--- src/rtl/gnms_pkg.sv ---
// ----------------------------------------------------------------------------
// gnms_pkg
// Shared types and constants of the gradient non-maximum suppression core.
// ----------------------------------------------------------------------------
package gnms_pkg;

    localparam int GRAD_W            = 16;
    localparam int MAG_W             = GRAD_W + 1;
    localparam int SQ_W              = 2 * GRAD_W + 1;
    localparam int FRAC_BITS         = 4;
    localparam int EDGE_W            = 8;

    localparam int WIDTH_W           = 11;
    localparam int HEIGHT_W          = 13;
    localparam int ROW_W             = 12;
    localparam int CFG_DATA_W        = 13;
    localparam int CFG_INDEX_W       = 2;

    localparam int DEFAULT_MAX_WIDTH = 1024;
    localparam int RESET_WIDTH       = 640;
    localparam int RESET_HEIGHT      = 480;
    localparam int DIM_MIN           = 3;
    localparam int HEIGHT_MAX        = 4096;

    localparam int QUEUE_DEPTH       = 32;
    localparam int OUT_DEPTH         = 16;

    typedef enum logic [CFG_INDEX_W-1:0] {
        CFG_FRAME_WIDTH  = 2'd0,
        CFG_FRAME_HEIGHT = 2'd1
    } cfg_reg_t;

    typedef struct packed {
        logic signed [GRAD_W-1:0] grad_x;
        logic signed [GRAD_W-1:0] grad_y;
    } in_item_t;

    typedef struct packed {
        logic [EDGE_W-1:0] edge_value;
        logic              frame_first;
    } out_item_t;

    // front to back: magnitude plus the raw gradient
    typedef struct packed {
        logic [MAG_W-1:0]         mag;
        logic signed [GRAD_W-1:0] gx;
        logic signed [GRAD_W-1:0] gy;
    } mag_item_t;

    localparam int MAG_ITEM_W = $bits(mag_item_t);
    localparam int OUT_ITEM_W = $bits(out_item_t);

endpackage

--- src/rtl/gnms_front.sv ---
// ----------------------------------------------------------------------------
// gnms_front
// Input side: takes gradient requests, squares them and runs a pipelined
// square root, one result bit per stage, into the request queue.
// ----------------------------------------------------------------------------
module gnms_front (
    input  logic                aclk,
    input  logic                aresetn,
    input  logic                s_valid,
    output logic                s_ready,
    input  gnms_pkg::in_item_t  s_data,
    output logic                q_push,
    output gnms_pkg::mag_item_t q_push_item,
    input  logic                q_pop
);
    import gnms_pkg::*;

    localparam int CRED_W = $clog2(QUEUE_DEPTH) + 1;
    localparam int RW     = SQ_W + 1;

    logic [CRED_W-1:0]        cred_reg;
    logic                     accept;
    logic [MAG_W:0]           valid_reg;
    logic [RW-1:0]            rem_reg [MAG_W+1];
    logic [RW-1:0]            res_reg [MAG_W+1];
    logic signed [GRAD_W-1:0] gx_reg  [MAG_W+1];
    logic signed [GRAD_W-1:0] gy_reg  [MAG_W+1];
    logic signed [2*GRAD_W-1:0] sq_x;
    logic signed [2*GRAD_W-1:0] sq_y;

    // credits cover everything in the pipe and in the queue
    assign s_ready = cred_reg < CRED_W'(QUEUE_DEPTH);
    assign accept  = s_valid && s_ready;

    always_ff @(posedge aclk) begin
        if (!aresetn) begin
            cred_reg  <= '0;
            valid_reg <= '0;
        end else begin
            valid_reg <= {valid_reg[MAG_W-1:0], accept};
            if (accept && !q_pop) begin
                cred_reg <= cred_reg + 1'b1;
            end else if (!accept && q_pop) begin
                cred_reg <= cred_reg - 1'b1;
            end
        end
    end

    assign sq_x = s_data.grad_x * s_data.grad_x;
    assign sq_y = s_data.grad_y * s_data.grad_y;

    always_ff @(posedge aclk) begin
        rem_reg[0] <= RW'(unsigned'(sq_x)) + RW'(unsigned'(sq_y));
        res_reg[0] <= '0;
        gx_reg[0]  <= s_data.grad_x;
        gy_reg[0]  <= s_data.grad_y;
    end

    for (genvar i = 0; i < MAG_W; i++) begin : g_sqrt
        localparam logic [RW-1:0] BIT = RW'(1) << (2 * (MAG_W - 1 - i));
        logic [RW-1:0] trial;
        logic          take;

        assign trial = res_reg[i] + BIT;
        assign take  = rem_reg[i] >= trial;

        always_ff @(posedge aclk) begin
            rem_reg[i+1] <= take ? (rem_reg[i] - trial) : rem_reg[i];
            res_reg[i+1] <= take ? ((res_reg[i] >> 1) + BIT) : (res_reg[i] >> 1);
            gx_reg[i+1]  <= gx_reg[i];
            gy_reg[i+1]  <= gy_reg[i];
        end
    end

    assign q_push          = valid_reg[MAG_W];
    assign q_push_item.mag = res_reg[MAG_W][MAG_W-1:0];
    assign q_push_item.gx  = gx_reg[MAG_W];
    assign q_push_item.gy  = gy_reg[MAG_W];

endmodule

--- config.mk ---
export PLATFORM = sky130hd
export DESIGN_NAME = gnms_front
export DESIGN_NICKNAME = d
export VERILOG_FILES = /design/src/rtl/gnms_pkg.sv /design/src/rtl/gnms_front.sv
export SDC_FILE = /design/constraint.sdc
export NUM_CORES = 2
export LEC_CHECK = 0
export ABC_AREA = 0
export BUFFER_PORTS_ARGS = -buffer_cell sky130_fd_sc_hd__buf_2
export CAP_MARGIN = 20
export CELL_PAD_IN_SITES_DETAIL_PLACEMENT = 0
export CELL_PAD_IN_SITES_GLOBAL_PLACEMENT = 2
export CORE_MARGIN = 4
export CORE_UTILIZATION = 43
export CTS_CLUSTER_SIZE = 16
export DETAILED_ROUTE_END_ITERATION = 10
export PLACE_DENSITY_LB_ADDON = 0.1
export RECOVER_POWER = 25
export SYNTH_ARGS = -nofsm -noshare
export SYNTH_HDL_FRONTEND = slang
export SYNTH_SLANG_ARGS = --single-unit
--- constraint.sdc ---
create_clock -name aclk -period 9.5 [get_ports aclk]
set_input_delay 0.475 -clock aclk [delete_from_list [all_inputs] [get_ports aclk]]
set_output_delay 0.475 -clock aclk [all_outputs]
set_load 0.03 [all_outputs]
==> qor.tcl <==
set qor(ctsResizeCount) 0
set qor(buffer_ports.inserted) 86
set qor(worst-setup-path-type) {in -> reg}
set qor(critPathCaptureType) {register}
set qor(cts_hold_buffers) 7
set qor(die_height_um) 374.4
set qor(synth_edf_count) 0
set qor(clk-insertion-delay-late_ps) 760
set qor(synthArstFlopShare_pct) 0
set qor(clk_path_buf_depth) 3
set qor(synthFlopType) {sky130_fd_sc_hd__dfxtp_1}
set qor(ant_nets) 0
set qor(final_hold_viol_count) 0
set qor(tritoncts_clock_tree) {yes}
set qor(grt_pass1_vias) 36472
set qor(core_area_mm2) 0.1335
set qor(synth_largest_area_cell) {sky130_fd_sc_hd__dfxtp_1}
set qor(worstHoldPathType) {in -> reg}
set qor(global_route.usage.met1_pct) 18.90
set qor(critPathMaxFanout) 18
set qor(fin_crit_sh_pct) 87.20
set qor(dpl-instance-area_mm2) 0.06015
set qor(netlist_instances) 5341
set qor(min-delay-start) {aresetn}
set qor(floorplan.initialDensity_pct) 43.26
set qor(worst_path_most_repeated_cell) {sky130_fd_sc_hd__fa_1}
set qor(viasPerCell) 4.662
set qor(cts_inserted_buffers) 136
set qor(nNetsFinal) 6383
set qor(maximum_number_of_pins_on_one_net_before_global_route_repair) 38
set qor(timing.critical_path.arrival_ps) 8890
set qor(fin_skew_ps) 30.30
set qor(crit_path_start_kind) {input port}
set qor(detailedPlacementHpwl_um) 89060
set qor(design.die.area_mm2) 0.1402
set qor(gp_congestion) 0.8169
set qor(routedWlPerCell_um) 15.43
set qor(pre_repair_dr_iteration_count) 5
set qor(globalRouteTotalUtil_pct) 16.65
set qor(globalRoute.totalOverflow) 0
set qor(stdcell_area_mm2) 0.06496
set qor(largest_register_ffs) 577
set qor(ys_seq_area_share_pct) 46.12
set qor(fraction_of_layout_instances_using_a_drive_strength_above_1_pct) 6.137
set qor(grt-busiest-layer) {met2}
set qor(synthToLayoutAreaGrowth_pct) 12.52
set qor(num_io_pins) 87
set qor(status) {complete, no violations}
set qor(rsz0062_at_grt) {false}
set qor(vias) 34371
set qor(required_ps) 10110
set qor(synth.yosys.warnings) 0
set qor(drc_errors) 0
set qor(grt_first_pass_wirelength_um) 187400
set qor(chipWidth_um) 374.4
set qor(totalWireLength_um) 113800
set qor(layout.filler_cells) 12394
set qor(report.final.slew_viol_count) 0
set qor(h-tree-depth) 4
set qor(final_period_minus_worst_setup_slack_ps) 8284
set qor(clkSlewWorstSetupHoldPaths_ps) 60
set qor(clockRootBuffer) {sky130_fd_sc_hd__clkbuf_16}
set qor(max_slew.worst_pin.slew_ps) 1265
set qor(antenna_cells_inserted) 0
set qor(post-cts-setup-buffer-count) 0
set qor(grt_util_met3_pct) 2.803
set qor(crit_family) {adder cells}
set qor(rr_startpoint) {res_reg[13][8]$_DFF_P_}
set qor(cap_viol_max_count) 0
set qor(num_rows) 134
set qor(drt-initial-drc-count) 1182
set qor(clock.fmax_mhz) 120.7
set qor(syn-mean-instance-area_um2) 10.81
set qor(clock-sinks) 1330
set qor(timing.critical_path.from) {s_data[19]}
set qor(synth.top_cell.area_share_pct) 46.12
set qor(timing.critical_path.buf_inv) 6
set qor(synth.cell_area_mm2) 0.05773
set qor(setup_viol) 0
set qor(timing.max_slew.rel_slack_pct) 15.70
set qor(synth.distinct_cells) 75
set qor(crit_slowest_cell) {sky130_fd_sc_hd__fa_1}
set qor(antenna_found_initial) 0
set qor(fin_tns_setup_ps) 0
set qor(ys_ff_latch) 1330
set qor(slowest_delay_ps) 560
set qor(grt.met2_usage_pct) 31.31
set qor(yosys-top-cells-area) {sky130_fd_sc_hd__dfxtp_1 (46%), sky130_fd_sc_hd__fa_1 (17%), sky130_fd_sc_hd__ha_1 (8.0%), sky130_fd_sc_hd__inv_1 (5.8%), sky130_fd_sc_hd__xnor2_1 (2.5%)}
-- cell usage in the layout (no fill, tap or decap), drive strengths merged, types with 14 or more instances in the layout --
cell       n
dfxtp   1330
inv      898
fa       479
ha       368
nand2    347
nor2     208
clkbuf   203
o21ai    197
a21oi    164
xnor2    163
xor2     147
and2     124
nor3      98
nor4      97
buf       76
a21o      63
o21a      58
or3       50
nor2b     45
nand3     44
nand2b    41
clkinv    37
nand4     35
o31ai     27
and3      22
a211oi    21
nor4b     21
mux2      20
a21boi    19
o21bai    16
o211ai    15
bufinv    14
-- final timing paths --
kind,to,cells past startpoint,slack (ps)
worst max-delay path,rem_reg[0][29]$_DFF_P_,27,1220
worst min-delay path,cred_reg[5]$_SDFFE_PN0P_,2,130
worst max register to register,rem_reg[14][31]$_DFF_P_,10,6100
worst min register to register,gy_reg[11][8]$_DFF_P_,0,300
-- cell families (layout without fill, tap and decap cells) --
group                      count (synthesis)  after routing  synth area share [%]
DFF                                     1330           1330                 46.12
and+or+nand+nor                         1195           1195                 10.59
buffers and inverters                    979           1242                 6.409
adders and majority gates                847            847                 24.59
AOI/OAI and AO/OA                        654            654                 7.105
xor gates and xnor gates                 310            310                 4.703
muxes                                     25             25                0.4768
other                                      1              2              0.006496
-- stage by stage --
stage / util (%) / cells / hold WS, ps / worst slack (ps)
after floorplan: - / 5342 / 309.6 / 1635
after global placement: 45.07 / 7122 / 309.5 / 1024
after detailed placement: 45.07 / 7122 / 312.1 / 976.2
after CTS: 48.69 / 7372 / 1.017 / 1277
after global routing: 48.67 / 7373 / 90.55 / 690.7
final: 48.67 / 7373 / 133.7 / 1216
-- synthesized netlist by cell type, types with 45 or more instances --
cell,instances
sky130_fd_sc_hd__dfxtp_1,1330
sky130_fd_sc_hd__inv_1,891
sky130_fd_sc_hd__fa_1,479
sky130_fd_sc_hd__ha_1,368
sky130_fd_sc_hd__nand2_1,347
sky130_fd_sc_hd__nor2_1,207
sky130_fd_sc_hd__o21ai_0,184
sky130_fd_sc_hd__a21oi_1,163
sky130_fd_sc_hd__xnor2_1,163
sky130_fd_sc_hd__xor2_1,147
sky130_fd_sc_hd__and2_1,124
sky130_fd_sc_hd__nor3_1,98
sky130_fd_sc_hd__nor4_1,97
sky130_fd_sc_hd__clkbuf_1,81
sky130_fd_sc_hd__a21o_1,63
sky130_fd_sc_hd__o21a_1,58
sky130_fd_sc_hd__or3_1,49
sky130_fd_sc_hd__nor2b_1,45
-- metal layers --
metal	wire [um]	share of wire, %	up-vias
met5	0	0	-
met4	3802	3.3	0
met3	3112	2.7	193
met2	60550	53	368
met1	46300	41	16350
li1	-	-	17460
-- area by class of cell --
type,instances,area (um^2),area share [%]
repair buffers,108,580.6,0.8937
well taps,1768,2212,3.405
clock buffers,178,3762,5.792
clock inverters,65,1001,1.541
flip-flops and latches,1330,26630,40.99
multi-input cells,3033,27430,42.23
inverters,891,3344,5.149
Power is left out: the tool's default activity adds up to more than one toggle a clock period on the data nets, which glitch-free logic cannot reach.
